==> src/hw/rtl/fmd_pkg.sv <==
// Package for the framed message decoder: result codes, header kinds,
// register indexes and the structs passed between the capture and check logic.
// No dependencies.
`default_nettype none

package fmd_pkg;

    localparam int unsigned HEADER_LEN  = 12;
    localparam int unsigned STORE_BYTES = 20;
    localparam int unsigned STORE_IDX_W = $clog2(STORE_BYTES);

    typedef enum logic [3:0] {
        ERR_OK       = 4'd0,
        ERR_TRUNC    = 4'd1,
        ERR_MAGIC    = 4'd2,
        ERR_VERSION  = 4'd3,
        ERR_LENGTH   = 4'd4,
        ERR_HELLO    = 4'd5,
        ERR_INPUT    = 4'd6,
        ERR_SNAPSHOT = 4'd7,
        ERR_KIND     = 4'd8
    } err_t;

    typedef enum logic [2:0] {
        KIND_NONE     = 3'd0,
        KIND_HELLO    = 3'd1,
        KIND_INPUT    = 3'd2,
        KIND_COMPLETE = 3'd3,
        KIND_SNAPSHOT = 3'd4
    } kind_t;

    localparam logic [15:0] HDR_KIND_HELLO    = 16'd1;
    localparam logic [15:0] HDR_KIND_INPUT    = 16'd2;
    localparam logic [15:0] HDR_KIND_COMPLETE = 16'd3;
    localparam logic [15:0] HDR_KIND_SNAPSHOT = 16'd4;

    localparam logic [31:0] LEN_HELLO    = 32'd5;
    localparam logic [31:0] LEN_INPUT    = 32'd8;
    localparam logic [31:0] LEN_COMPLETE = 32'd0;
    localparam logic [31:0] LEN_SNAPSHOT = 32'd20;

    typedef enum logic [1:0] {
        CFG_MAGIC   = 2'd0,
        CFG_VERSION = 2'd1,
        CFG_ROLE_A  = 2'd2,
        CFG_ROLE_B  = 2'd3
    } cfg_idx_t;

    typedef struct packed {
        logic [31:0]                  magic;
        logic [15:0]                  version;
        logic [15:0]                  kind;
        logic [31:0]                  length;
        logic [STORE_BYTES-1:0][7:0]  payload;
    } frame_t;

    typedef struct packed {
        logic [31:0] magic;
        logic [15:0] version;
        logic [7:0]  role_a;
        logic [7:0]  role_b;
    } cfg_t;

    typedef struct packed {
        err_t               error_code;
        kind_t              message_kind;
        logic [31:0]        peer_id;
        logic [7:0]         client_role;
        logic [31:0]        tick_number;
        logic signed [63:0] signed_value;
        logic [63:0]        digest_value;
    } res_t;

endpackage

`default_nettype wire

==> src/hw/rtl/fmd_if.sv <==
// Request channel interfaces of the framed message decoder: byte input
// and decoded result output. No dependencies.
`default_nettype none

interface fmd_byte_if;
    logic       valid;
    logic       ready;
    logic [7:0] data_byte;
    logic       last_byte;

    modport source (output valid, output data_byte, output last_byte, input ready);
    modport sink   (input valid, input data_byte, input last_byte, output ready);
endinterface

interface fmd_result_if;
    logic               valid;
    logic               ready;
    logic [3:0]         error_code;
    logic [2:0]         message_kind;
    logic [31:0]        peer_id;
    logic [7:0]         client_role;
    logic [31:0]        tick_number;
    logic signed [63:0] signed_value;
    logic [63:0]        digest_value;

    modport source (output valid, output error_code, output message_kind,
                    output peer_id, output client_role, output tick_number,
                    output signed_value, output digest_value, input ready);
    modport sink   (input valid, input error_code, input message_kind,
                    input peer_id, input client_role, input tick_number,
                    input signed_value, input digest_value, output ready);
endinterface

`default_nettype wire

==> src/hw/rtl/fmd_capture.sv <==
// Byte counter, header capture and payload byte store of the decoder.
// Presents the frame including the current byte. Depends on fmd_pkg.
`default_nettype none

module fmd_capture #(
    parameter int unsigned MAX_PAYLOAD = 64,
    parameter int unsigned CNT_W       = 7
) (
    input  wire logic               clk,
    input  wire logic               rst_n,
    input  wire logic               step,
    input  wire logic [7:0]         data_byte,
    input  wire logic               last_byte,
    output fmd_pkg::frame_t         frame_view,
    output logic [CNT_W-1:0]        count_view
);

    localparam logic [CNT_W-1:0] COUNT_SAT = CNT_W'(fmd_pkg::HEADER_LEN + MAX_PAYLOAD + 1);
    localparam logic [CNT_W-1:0] HDR_LEN   = CNT_W'(fmd_pkg::HEADER_LEN);

    logic [CNT_W-1:0]                   count_reg;
    logic [CNT_W-1:0]                   count_next;
    logic [CNT_W-1:0]                   pay_off;
    logic [fmd_pkg::STORE_IDX_W-1:0]    pay_idx;
    logic [31:0]                        magic_reg;
    logic [15:0]                        version_reg;
    logic [15:0]                        kind_reg;
    logic [31:0]                        length_reg;
    logic [fmd_pkg::STORE_BYTES-1:0][7:0] store_reg;

    assign pay_off = count_reg - HDR_LEN;
    assign pay_idx = pay_off[fmd_pkg::STORE_IDX_W-1:0];

    always_comb
    begin
        frame_view.magic   = magic_reg;
        frame_view.version = version_reg;
        frame_view.kind    = kind_reg;
        frame_view.length  = length_reg;
        frame_view.payload = store_reg;
        priority if (count_reg < CNT_W'(4))
        begin
            frame_view.magic[{count_reg[1:0], 3'b000} +: 8] = data_byte;
        end
        else if (count_reg < CNT_W'(6))
        begin
            frame_view.version[{count_reg[0], 3'b000} +: 8] = data_byte;
        end
        else if (count_reg < CNT_W'(8))
        begin
            frame_view.kind[{count_reg[0], 3'b000} +: 8] = data_byte;
        end
        else if (count_reg < HDR_LEN)
        begin
            frame_view.length[{count_reg[1:0], 3'b000} +: 8] = data_byte;
        end
        else if (pay_off < CNT_W'(fmd_pkg::STORE_BYTES))
        begin
            frame_view.payload[pay_idx] = data_byte;
        end
        else
        begin
            frame_view.payload = store_reg;
        end
    end

    assign count_view = (count_reg < COUNT_SAT) ? count_reg + CNT_W'(1) : count_reg;
    assign count_next = last_byte ? '0 : count_view;

    always_ff @(posedge clk or negedge rst_n)
    begin
        if (!rst_n)
        begin
            count_reg   <= '0;
            magic_reg   <= '0;
            version_reg <= '0;
            kind_reg    <= '0;
            length_reg  <= '0;
        end
        else if (step)
        begin
            count_reg   <= count_next;
            magic_reg   <= frame_view.magic;
            version_reg <= frame_view.version;
            kind_reg    <= frame_view.kind;
            length_reg  <= frame_view.length;
        end
    end

    always_ff @(posedge clk)
    begin
        if (step)
        begin
            store_reg <= frame_view.payload;
        end
    end

endmodule

`default_nettype wire

==> src/hw/rtl/fmd_judge.sv <==
// Message checks and field decode of the decoder, from the frame view
// and byte count. Depends on fmd_pkg.
`default_nettype none

module fmd_judge #(
    parameter int unsigned MAX_PAYLOAD = 64,
    parameter int unsigned CNT_W       = 7
) (
    input  wire fmd_pkg::frame_t   frame_view,
    input  wire logic [CNT_W-1:0]  count_view,
    input  wire fmd_pkg::cfg_t     cfg,
    output fmd_pkg::res_t          res
);

    logic [32:0]                          count_ext;
    logic [32:0]                          frame_total;
    logic                                 len_bad;
    logic [7:0]                           role;
    logic [fmd_pkg::STORE_BYTES-1:0][7:0] p;
    fmd_pkg::err_t                        err;
    fmd_pkg::res_t                        dec;

    assign p           = frame_view.payload;
    assign role        = p[4];
    assign count_ext   = 33'(count_view);
    assign frame_total = {1'b0, frame_view.length} + 33'(fmd_pkg::HEADER_LEN);
    assign len_bad     = (frame_view.length > 32'(MAX_PAYLOAD)) || (count_ext != frame_total);

    always_comb
    begin
        dec = '0;
        err = fmd_pkg::ERR_OK;
        priority if (count_view < CNT_W'(fmd_pkg::HEADER_LEN))
        begin
            err = fmd_pkg::ERR_TRUNC;
        end
        else if (frame_view.magic != cfg.magic)
        begin
            err = fmd_pkg::ERR_MAGIC;
        end
        else if (frame_view.version != cfg.version)
        begin
            err = fmd_pkg::ERR_VERSION;
        end
        else if (len_bad)
        begin
            err = fmd_pkg::ERR_LENGTH;
        end
        else
        begin
            unique case (frame_view.kind)
                fmd_pkg::HDR_KIND_HELLO:
                begin
                    if (frame_view.length != fmd_pkg::LEN_HELLO
                        || (role != cfg.role_a && role != cfg.role_b))
                    begin
                        err = fmd_pkg::ERR_HELLO;
                    end
                    dec.message_kind = fmd_pkg::KIND_HELLO;
                    dec.peer_id      = p[3:0];
                    dec.client_role  = role;
                end
                fmd_pkg::HDR_KIND_INPUT:
                begin
                    if (frame_view.length != fmd_pkg::LEN_INPUT)
                    begin
                        err = fmd_pkg::ERR_INPUT;
                    end
                    dec.message_kind = fmd_pkg::KIND_INPUT;
                    dec.tick_number  = p[3:0];
                    dec.signed_value = {{32{p[7][7]}}, p[7:4]};
                end
                fmd_pkg::HDR_KIND_COMPLETE:
                begin
                    if (frame_view.length != fmd_pkg::LEN_COMPLETE)
                    begin
                        err = fmd_pkg::ERR_KIND;
                    end
                    dec.message_kind = fmd_pkg::KIND_COMPLETE;
                end
                fmd_pkg::HDR_KIND_SNAPSHOT:
                begin
                    if (frame_view.length != fmd_pkg::LEN_SNAPSHOT)
                    begin
                        err = fmd_pkg::ERR_SNAPSHOT;
                    end
                    dec.message_kind = fmd_pkg::KIND_SNAPSHOT;
                    dec.tick_number  = p[3:0];
                    dec.signed_value = p[11:4];
                    dec.digest_value = p[19:12];
                end
                default:
                begin
                    err = fmd_pkg::ERR_KIND;
                end
            endcase
        end
        if (err != fmd_pkg::ERR_OK)
        begin
            dec = '0;
        end
        dec.error_code = err;
        res = dec;
    end

endmodule

`default_nettype wire

==> src/hw/rtl/framed_message_decoder.sv <==
// Framed message decoder top level: input register, capture, checks and
// result register. Depends on fmd_pkg, fmd_if, fmd_capture and fmd_judge.
//
// Usage:
//   in_ch carries one message byte per request, last_byte set on the final
//   byte. out_ch carries one decoded result per message, presented after the
//   final byte: header is 12 bytes little-endian (magic, version, kind,
//   payload length), then the payload.
//   Throughput is one byte per cycle, except while a final byte waits on a
//   stalled out_ch. A byte passes the input register and the check logic
//   into the result register, which takes the result with the final byte.
//   The result register holds a finished result while out_ch is stalled; the
//   next message streams in until its own final byte, which waits in the
//   input register until the result ahead is taken.
//   Registers are written through cfg_we / cfg_index / cfg_data; the user
//   must write them only while no message is in flight, which the block
//   does not enforce. Reset clears the byte count, captured header, both
//   valid flags and the registers (role B resets to 1); no clearing pass is needed.
`default_nettype none

module framed_message_decoder #(
    parameter int unsigned MAX_PAYLOAD = 64
) (
    input  wire logic          clk,
    input  wire logic          rst_n,
    fmd_byte_if.sink           in_ch,
    fmd_result_if.source       out_ch,
    input  wire logic          cfg_we,
    input  wire logic [1:0]    cfg_index,
    input  wire logic [31:0]   cfg_data
);

    localparam int unsigned CNT_W = $clog2(fmd_pkg::HEADER_LEN + MAX_PAYLOAD + 2);

    logic               s1_valid_reg;
    logic [7:0]         s1_byte_reg;
    logic               s1_last_reg;
    logic               s1_go;
    logic               out_valid_reg;
    logic               out_valid_next;
    fmd_pkg::res_t      res_reg;
    fmd_pkg::res_t      res_comb;
    fmd_pkg::cfg_t      cfg_reg;
    fmd_pkg::frame_t    frame_view;
    logic [CNT_W-1:0]   count_view;
    fmd_pkg::cfg_idx_t  cfg_sel;

    assign s1_go       = s1_valid_reg && (!s1_last_reg || !out_valid_reg || out_ch.ready);
    assign in_ch.ready = !s1_valid_reg || s1_go;

    always_ff @(posedge clk or negedge rst_n)
    begin
        if (!rst_n)
        begin
            s1_valid_reg <= 1'b0;
        end
        else if (in_ch.ready)
        begin
            s1_valid_reg <= in_ch.valid;
        end
    end

    always_ff @(posedge clk)
    begin
        if (in_ch.ready && in_ch.valid)
        begin
            s1_byte_reg <= in_ch.data_byte;
            s1_last_reg <= in_ch.last_byte;
        end
    end

    fmd_capture #(
        .MAX_PAYLOAD (MAX_PAYLOAD),
        .CNT_W       (CNT_W)
    ) u_capture (
        .clk        (clk),
        .rst_n      (rst_n),
        .step       (s1_go),
        .data_byte  (s1_byte_reg),
        .last_byte  (s1_last_reg),
        .frame_view (frame_view),
        .count_view (count_view)
    );

    fmd_judge #(
        .MAX_PAYLOAD (MAX_PAYLOAD),
        .CNT_W       (CNT_W)
    ) u_judge (
        .frame_view (frame_view),
        .count_view (count_view),
        .cfg        (cfg_reg),
        .res        (res_comb)
    );

    always_comb
    begin
        out_valid_next = out_valid_reg;
        priority if (s1_go && s1_last_reg)
        begin
            out_valid_next = 1'b1;
        end
        else if (out_ch.ready)
        begin
            out_valid_next = 1'b0;
        end
        else
        begin
            out_valid_next = out_valid_reg;
        end
    end

    always_ff @(posedge clk or negedge rst_n)
    begin
        if (!rst_n)
        begin
            out_valid_reg <= 1'b0;
        end
        else
        begin
            out_valid_reg <= out_valid_next;
        end
    end

    always_ff @(posedge clk)
    begin
        if (s1_go && s1_last_reg)
        begin
            res_reg <= res_comb;
        end
    end

    assign cfg_sel = fmd_pkg::cfg_idx_t'(cfg_index);

    always_ff @(posedge clk or negedge rst_n)
    begin
        if (!rst_n)
        begin
            cfg_reg.magic   <= '0;
            cfg_reg.version <= '0;
            cfg_reg.role_a  <= 8'd0;
            cfg_reg.role_b  <= 8'd1;
        end
        else if (cfg_we)
        begin
            unique case (cfg_sel)
                fmd_pkg::CFG_MAGIC:   cfg_reg.magic   <= cfg_data;
                fmd_pkg::CFG_VERSION: cfg_reg.version <= cfg_data[15:0];
                fmd_pkg::CFG_ROLE_A:  cfg_reg.role_a  <= cfg_data[7:0];
                fmd_pkg::CFG_ROLE_B:  cfg_reg.role_b  <= cfg_data[7:0];
                default:              cfg_reg         <= cfg_reg;
            endcase
        end
    end

    assign out_ch.valid        = out_valid_reg;
    assign out_ch.error_code   = res_reg.error_code;
    assign out_ch.message_kind = res_reg.message_kind;
    assign out_ch.peer_id      = res_reg.peer_id;
    assign out_ch.client_role  = res_reg.client_role;
    assign out_ch.tick_number  = res_reg.tick_number;
    assign out_ch.signed_value = res_reg.signed_value;
    assign out_ch.digest_value = res_reg.digest_value;

endmodule

`default_nettype wire
==> src/flat_wrapper.sv <==
// flat-port wrapper written by rule: the top's interface ports become plain ports
module framed_message_decoder_flat 
#(
    parameter int unsigned MAX_PAYLOAD = 64
)
  (clk, rst_n, cfg_we, cfg_index, cfg_data, in_ch_valid, in_ch_data_byte, in_ch_last_byte, in_ch_ready, out_ch_valid, out_ch_error_code, out_ch_message_kind, out_ch_peer_id, out_ch_client_role, out_ch_tick_number, out_ch_signed_value, out_ch_digest_value, out_ch_ready);
  fmd_byte_if in_ch_i ();
  fmd_result_if out_ch_i ();
  input  wire logic clk;
  input  wire logic rst_n;
  input  wire logic cfg_we;
  input  wire logic [1:0] cfg_index;
  input  wire logic [31:0] cfg_data;
  input wire logic [$bits(in_ch_i.valid)-1:0] in_ch_valid;
  input wire logic [$bits(in_ch_i.data_byte)-1:0] in_ch_data_byte;
  input wire logic [$bits(in_ch_i.last_byte)-1:0] in_ch_last_byte;
  output wire logic [$bits(in_ch_i.ready)-1:0] in_ch_ready;
  output wire logic [$bits(out_ch_i.valid)-1:0] out_ch_valid;
  output wire logic [$bits(out_ch_i.error_code)-1:0] out_ch_error_code;
  output wire logic [$bits(out_ch_i.message_kind)-1:0] out_ch_message_kind;
  output wire logic [$bits(out_ch_i.peer_id)-1:0] out_ch_peer_id;
  output wire logic [$bits(out_ch_i.client_role)-1:0] out_ch_client_role;
  output wire logic [$bits(out_ch_i.tick_number)-1:0] out_ch_tick_number;
  output wire logic [$bits(out_ch_i.signed_value)-1:0] out_ch_signed_value;
  output wire logic [$bits(out_ch_i.digest_value)-1:0] out_ch_digest_value;
  input wire logic [$bits(out_ch_i.ready)-1:0] out_ch_ready;
  assign in_ch_i.valid = in_ch_valid;
  assign in_ch_i.data_byte = in_ch_data_byte;
  assign in_ch_i.last_byte = in_ch_last_byte;
  assign in_ch_ready = in_ch_i.ready;
  assign out_ch_valid = out_ch_i.valid;
  assign out_ch_error_code = out_ch_i.error_code;
  assign out_ch_message_kind = out_ch_i.message_kind;
  assign out_ch_peer_id = out_ch_i.peer_id;
  assign out_ch_client_role = out_ch_i.client_role;
  assign out_ch_tick_number = out_ch_i.tick_number;
  assign out_ch_signed_value = out_ch_i.signed_value;
  assign out_ch_digest_value = out_ch_i.digest_value;
  assign out_ch_i.ready = out_ch_ready;
  framed_message_decoder #(.MAX_PAYLOAD(MAX_PAYLOAD)) u_core (.clk(clk), .rst_n(rst_n), .in_ch(in_ch_i), .out_ch(out_ch_i), .cfg_we(cfg_we), .cfg_index(cfg_index), .cfg_data(cfg_data));
endmodule
==> config.mk <==
export PLATFORM = sky130hd
export DESIGN_NAME = framed_message_decoder_flat
export DESIGN_NICKNAME = d
export VERILOG_FILES = /design/src/hw/rtl/fmd_pkg.sv /design/src/hw/rtl/fmd_if.sv /design/src/hw/rtl/fmd_capture.sv /design/src/hw/rtl/fmd_judge.sv /design/src/hw/rtl/framed_message_decoder.sv /design/src/flat_wrapper.sv
export SDC_FILE = /design/constraint.sdc
export NUM_CORES = 1
export LEC_CHECK = 0
export ABC_CLOCK_PERIOD_IN_PS = 9490
export BUFFER_PORTS_ARGS = -buffer_cell sky130_fd_sc_hd__buf_2
export CAP_MARGIN = 20
export CORE_MARGIN = 3
export CORE_UTILIZATION = 44
export CTS_CLUSTER_DIAMETER = 120
export DETAILED_ROUTE_END_ITERATION = 7
export PLACE_DENSITY = 0.61
export SYNTH_ARGS = -nofsm -noshare
export SYNTH_HDL_FRONTEND = slang
export SYNTH_SLANG_ARGS = --single-unit
export TNS_END_PERCENT = 30
==> constraint.sdc <==
create_clock -name clk -period 9.49 [get_ports clk]
set_input_delay 1.898 -clock clk [delete_from_list [all_inputs] [get_ports clk]]
set_output_delay 1.898 -clock clk [all_outputs]
set_load 0.05 [all_outputs]
* After elaboration in Yosys (flattened, before gate mapping) *
Cells that the tools add are included.
Widths: inputs -> output; s select.

cells by class
  add/sub/neg operators = 5
  order comparisons = 10
  equal/unequal tests = 15
  shifts and indexed selects = 4
  multiplexer cells = 31
  bitwise operators = 2
  reductions and logical operators = 24

operator list
  cell                    count
  $mux 160                2
  $mux 224                1
  $mux 208                1
  $mux 192                1
  $pmux 96 s2             1
  $bwmux 160              1
  $bwmux 32               2
  $mux 32                 2
  $demux 8 s5             1
  $add 32x4->33 const B   1
  $ne 7x33->1             1
  $bwmux 16               2
  $eq 16x2->1 const B     2
  $gt 32x7->1 const B     1
  $mux 16                 2
  $ne 32x3->1 const B     1
  $ne 32x32->1            1
  $ne 32x4->1 const B     1
  $ne 32x5->1 const B     1
  $reduce_bool 32->1      1
  $shift 8x7->32 const A  1
  $shiftx 8x7->32         1
  $lt 7x4->1 const B      3
  $mux 4                  5
  other kinds (33)        55

word-level totals
  flip-flop bits (word level) = 545
  logic and storage cells = 131

* Depth between registers and ports, before layout *
  depth after elaboration = 22
  mapped depth = 19

* Modules after synthesis *
From an unflattened synthesis, not the netlist that was laid out.

unflattened totals
  cells, all modules = 2001
  area total of the unflattened synthesis = 25097.8 um2

modules (own cells, without submodules)
  module                  instances  cells each  area each (um2)  sequential area each (um2)
  fmd_capture             1          978         12508.2          7382.1
  framed_message_decoder  1          362         8973.6           8139.1
  fmd_judge               1          661         3616.0           0.0

* Worst setup path before layout *
No wires, ideal clock.

  kind = in2reg
  start = input out_ch_ready
  end = register u_core.u_capture.magic_reg[14]
  setup time = 155 ps
  arrival = 8145 ps
  data required time = 9335 ps
  setup slack = 1190 ps
  stages = 9
  buffers on the path = 2
  cell sequence = nor2b_1 -> nand2_1 -> nand2_1 -> inv_1 -> buf_1 -> nand2_1 -> clkbuf_1 -> nand2_1 -> o21ai_0

between the ends
  word-level cells in the longest chain between the ends = 2

RTL lines
  what                    RTL line                      source
  from (decl)             flat_wrapper.sv:26            input wire logic [$bits(out_ch_i.ready)-1:0] out_ch_ready;
  $logic_or 1x1->1        framed_message_decoder.sv:48  assign s1_go = s1_valid_reg && (!s1_last_reg || !out_valid_reg || out_ch.ready);
  $logic_and 1x1->1       framed_message_decoder.sv:48
  named net u_core.s1_go  framed_message_decoder.sv:38  logic s1_go;
  to (signal assigned)    fmd_capture.sv:83             magic_reg <= frame_view.magic;
  to (decl)               fmd_capture.sv:25             logic [31:0] magic_reg;

The timed path passes the listed nets, and every way through them passes these cells.
A chain may end at the register's enable or synchronous reset.

* Worst setup path in the final report *
  start = register u_core.u_capture.count_reg[0]
  end = register u_core.res_reg (netlist bit u_core.out_ch.digest_value[18]) (data pin)

between the ends
  word-level cells in the longest chain between the ends = 22
  elaborated cells on any way between the ends = 65

RTL lines
  what                                                                   RTL line                       source
  from (decl)                                                            fmd_capture.sv:21              logic [CNT_W-1:0] count_reg;
  from (signal assigned)                                                 fmd_capture.sv:82              count_reg <= count_next;
  $sub 7x4->7                                                            fmd_capture.sv:31              assign pay_off = count_reg - HDR_LEN;
  $lt 5x6->1 (implied by the code) / $ge 5x1->1 (equally long branches)  fmd_capture.sv:59              frame_view.payload[pay_idx] = data_byte;
  $logic_and 1x1->1 (implied by the code)                                fmd_capture.sv:59
  $mux 8 (implied by the code)                                           fmd_capture.sv:59
  $demux 8 s5                                                            fmd_capture.sv:59
  $bwmux 160                                                             fmd_capture.sv:59
  $mux 160                                                               fmd_capture.sv:57              else if (pay_off < CNT_W'(fmd_pkg::STORE_BYTES))
  $mux 160                                                               fmd_capture.sv:53              else if (count_reg < HDR_LEN)
  [... 6 more ...]                                                       -
  $mux 3                                                                 fmd_judge.sv:54                if (frame_view.length != fmd_pkg::LEN_HELLO
  $pmux 4 s4                                                             fmd_judge.sv:51                unique case (frame_view.kind)
  $mux 4                                                                 fmd_judge.sv:45                else if (len_bad)
  $mux 4                                                                 fmd_judge.sv:41                else if (frame_view.version != cfg.version)
  $mux 4                                                                 fmd_judge.sv:37                else if (frame_view.magic != cfg.magic)
  $mux 4                                                                 fmd_judge.sv:33                priority if (count_view < CNT_W'(fmd_pkg::HEADER_LEN))
  $reduce_bool 4->1                                                      fmd_judge.sv:98                if (err != fmd_pkg::ERR_OK)
  $reduce_or 6->1 (no line)                                              -
  to (signal assigned)                                                   framed_message_decoder.sv:128  res_reg <= res_comb;
  to (decl)                                                              framed_message_decoder.sv:41   fmd_pkg::res_t res_reg;

Parallel ways exist; a longest one is shown, timed or not.

==> results.md <==
- Power Internal: 4672 uW
- Reg2Reg Depth: 15
- CTS max path bufs: 3
- Initial antenna violation count: 0
- Sw Ratio: between 20% and 30%
- Total power: 6638 uW
- Reg area: 15520 sq um
- CTS clk-pin slew, worst paths: 60 ps
- Hold Path End: u_core.u_capture.length_reg[26]$_DFFE_PN0P_
- Die width: 247.9 microns
- Final HPWL DP: between 40 and 50 mm
- Adder-cell share of the synthesized area: 0.5833%
- Hold path depth: 2
- Max incr delay on CP: 960 ps
- Tcrit/Tclk final: approximately 69%
- Required @ worst endpoint: 9890 ps
- Clk_lat worst skew: 630 ps
- Hold-fix buffers, CTS: 0
- Crit path max-delay cell type: dfrtp_1
- Grt total ovfl: 0
- Drt wl/cell: 23.48 microns
- Ys flop type: edfxtp_1
- Worst Clk Skew: 29.85 ps
- Fill count: 5000
- Simple-Gate Fraction of Synth Area: 15.23%
- Via density per instance: 5.763
- Placer congestion estimate: 0.8484
- Relative slew margins: between 20% and 30%
- Mean Syn Cell Area: 13.34 sq um
- Final-report hold violation count: 0
- CTS tree: built
- Mapped Cells: 1929
- DRT iter0 DRCs: ~1400
- N_diodes: 0
- Final-report max-slew violation count: 0
- Pleak: between 0.01 and 0.015 uW
- Post-synthesis mux area share: between 10% and 20%
- Die area: 61440 sq um
- Leading area contributor after synthesis: edfxtp_1
- Initial Util: approximately 45%
- IO Pins: 257
- Share of cells above drive strength 1: 31.92%
- Top cells by count, synth: 376 x edfxtp_1, 192 x mux2_2, 168 x dfrtp_1, 128 x nand2_1, 97 x o21ai_0
- Post-synth top area share: between 40% and 50%
- Setup slack, reg-to-reg: slightly below 3000 ps
- Ys async rst share: a little under a third
- Root buffer cell: clkbuf_16
- Syn. warnings: 0
- Setup bufs post-CTS: 0
- Crit path kind: flop to flop
- Largest family of logic cells by synthesized area: simple AND/OR/NAND/NOR gates
- Final core utilization: 51.30%
- Final min period: 6568 ps
- Reg2reg start: u_core.u_capture.count_reg[0]$_DFFE_PN0P_
- H-Tree Depth: 2
- Routed Antenna Nets: 0
- TritonCTS Buffers: 60
- Syn_nets: 1989
- Area contributors post-synth: edfxtp_1 44%, dfrtp_1 16%, mux2_2 8.4%
- Peak Freq: approximately 150 MHz
- RR Endpoint: u_core.out_ch.digest_value[18]$_SDFFCE_PP0P_
- MaxCap Viol Count: 0
- First-pass GRT wire length: between 100 and 150 mm
- Layout Nets: 2183
- Yosys reg bits: 545
- Mapped cell area: 25740 sq um
- Most numerous cell in the Yosys netlist: edfxtp_1
- Area Overhead vs Synth: 15.20%
- Initial DRT Pass Iterations: 5
- Largest net degree at the start of global routing: 146
- CTS Sinks: 545
- Multi-input logic area: 9244 sq um
- XOR/XNOR Fraction of Synth Area: 2.450%
- Unrepaired setup endpoints after global routing: false
- Seq/Total Area, Yosys: 60.30%
- IO Port Bufs: ~260
- Critical Path End Type: flop
- Power per Cell Area: 223.9 nW/um^2
- Critical path arrival: 6970 ps
- Post-synth EDFFs: about 380
- Sw power: 1966 uW
- Drt total wl: 69.01 mm
- Core Area: 57810 sq um
- Placement Setup Slack: 2987 ps
- GRT Util Overall: 22.16%
- Hold crit path type: flop to flop
- Share of power burned in registers: 44.9%
- Die height: 247.9 microns
- Bufs and invs on worst path: 3
- Vias in the first global route: 16700
- VDD IR-drop max: 0.1816 mV
- Final setup fails: 0
- Final setup margin: 2922 ps
- Crit path cell chain: inv_1 > ha_1 > and4bb_2 > and3_1 > a22oi_1 > ha_1 > inv_1 > o211a_1 > a221oi_1 > xnor2_1 > nand3b_1 > a2111oi_4 > nand4b_4 > buf_4 > nor4b_1
- CP Max Fanout: 39
- Clk pwr share: 36.6%
- Largest delay share family, worst path: simple AND/OR/NAND/NOR gates
- Max FFs per register: 160
- Gate power share: 18.5%
- Placed Instances: 2825
- Slew of the pin with the lowest slew margin: between 1000 and 1500 ps
- Rows: 88
- Post-synthesis compound-gate area fraction: 6.246%
- Via count: about 17000
- Fin cells: 2939
- Post-CTS sizing: 0
- Hold_sp: u_core.u_capture.length_reg[26]$_DFFE_PN0P_
- Outcome: finished clean
- Startpoint types: flop
- Setup TNS: 0 ps
- DRC Markers: 0
- Post-synthesis cell type count: 86
worst max path at each step:
| stage | startpoint | endpoint | slack, ps | cells past startpoint |
|---|---|---|---|---|
| after detailed placement | u_core.u_capture.count_reg[0]$_DFFE_PN0P_ | u_core.out_ch.digest_value[11]$_SDFFCE_PP0P_ | 2990 | 15 |
| after global placement | u_core.u_capture.count_reg[0]$_DFFE_PN0P_ | u_core.out_ch.error_code[2]$_DFFE_PP_ | 3320 | 15 |
| after floorplan | out_ch_ready | u_core.u_capture.magic_reg[14]$_DFFE_PN0P_ | 1190 | 9 |
| final | u_core.u_capture.count_reg[0]$_DFFE_PN0P_ | u_core.out_ch.digest_value[18]$_SDFFCE_PP0P_ | 2920 | 15 |
| after global routing | u_core.u_capture.count_reg[0]$_DFFE_PN0P_ | u_core.out_ch.digest_value[18]$_SDFFCE_PP0P_ | 2390 | 15 |
| after CTS | u_core.u_capture.count_reg[0]$_DFFE_PN0P_ | u_core.out_ch.digest_value[18]$_SDFFCE_PP0P_ | 2960 | 15 |
layout make-up:
type	count	share of cell area, %
Clock inverter	34	1.266
Timing Repair Buffer	284	5.203
Tap cell	765	3.228
Inverter	78	1.004
Clock buffer	79	5.785
Sequential cell	545	52.34
Multi-Input combinational cell	1154	31.17
through the flow:
stage                     hold WS, ps  instance area, sq um
after detailed placement        466.6                 27540
after CTS                       480.4                 29630
final                           476.3                 29650
after global routing            496.2                 29650
after global placement          457.3                 27540
after floorplan                 442.1                 25740
kinds of logic (layout without fill, tap and decap cells):
group | count (synthesis) | in the layout
multiplexers | 263 | 263
buffers and inverters | 230 | 475
AO/OA/AOI/OAI | 249 | 249
flip-flops | 545 | 545
XOR/XNOR | 72 | 72
adder cells (fa/ha/maj) | 12 | 12
AND/OR/NAND/NOR | 558 | 558
cell usage in the layout, fill, tap and decap left out, types with 7 or more instances in the layout:
master,count
nor2b_1,11
nor2_1,44
nand2_1,128
nor4b_2,43
nor3_1,46
xor2_1,26
o21ai_0,97
mux2i_1,69
mux2_2,192
and3_1,10
clkbuf_8,10
nand3_1,24
buf_4,25
nor4_2,42
o22ai_1,8
nand4b_1,7
clkbuf_1,7
nand3b_1,8
and2_1,11
edfxtp_1,376
a22o_1,14
a22oi_1,15
clkbuf_16,62
nor4b_1,46
a21oi_1,44
dfrtp_1,168
nor4_1,56
ha_1,12
a221oi_1,7
inv_1,76
xnor2_1,46
nand2b_1,18
a31oi_1,11
nand4_1,13
or4_1,9
buf_2,255
clkinv_2,11
layer usage:
metal,vias up,GRT usage (%),wire [microns]
met2,528,35.65,33000
li1,7689,-,-
met4,0,8.187,2380
met1,8576,30.65,30100
met3,144,3.198,3526
met5,-,0,0
power groups by stage:
stage                     registers, uW  logic [uW]  clock network (uW)
after floorplan                    3100         796                   0
after global placement             3010        1200                   0
after detailed placement           3020        1230                   0
after CTS                          2980        1230                2480
after global routing               3010        1340                2570
final                              2980        1230                2430
worst reg2reg max path, stage by stage, from the launching register on:
cell and delay, ps:
dfrtp_1 960, inv_1 370, ha_1 690, and4bb_2 320, and3_1 230, a22oi_1 380
ha_1 420, inv_1 110, o211a_1 130, a221oi_1 360, xnor2_1 200, nand3b_1 150
a2111oi_4 400, nand4b_4 650, buf_4 580, nor4b_1 410
Power figures use the tool's default switching activity.
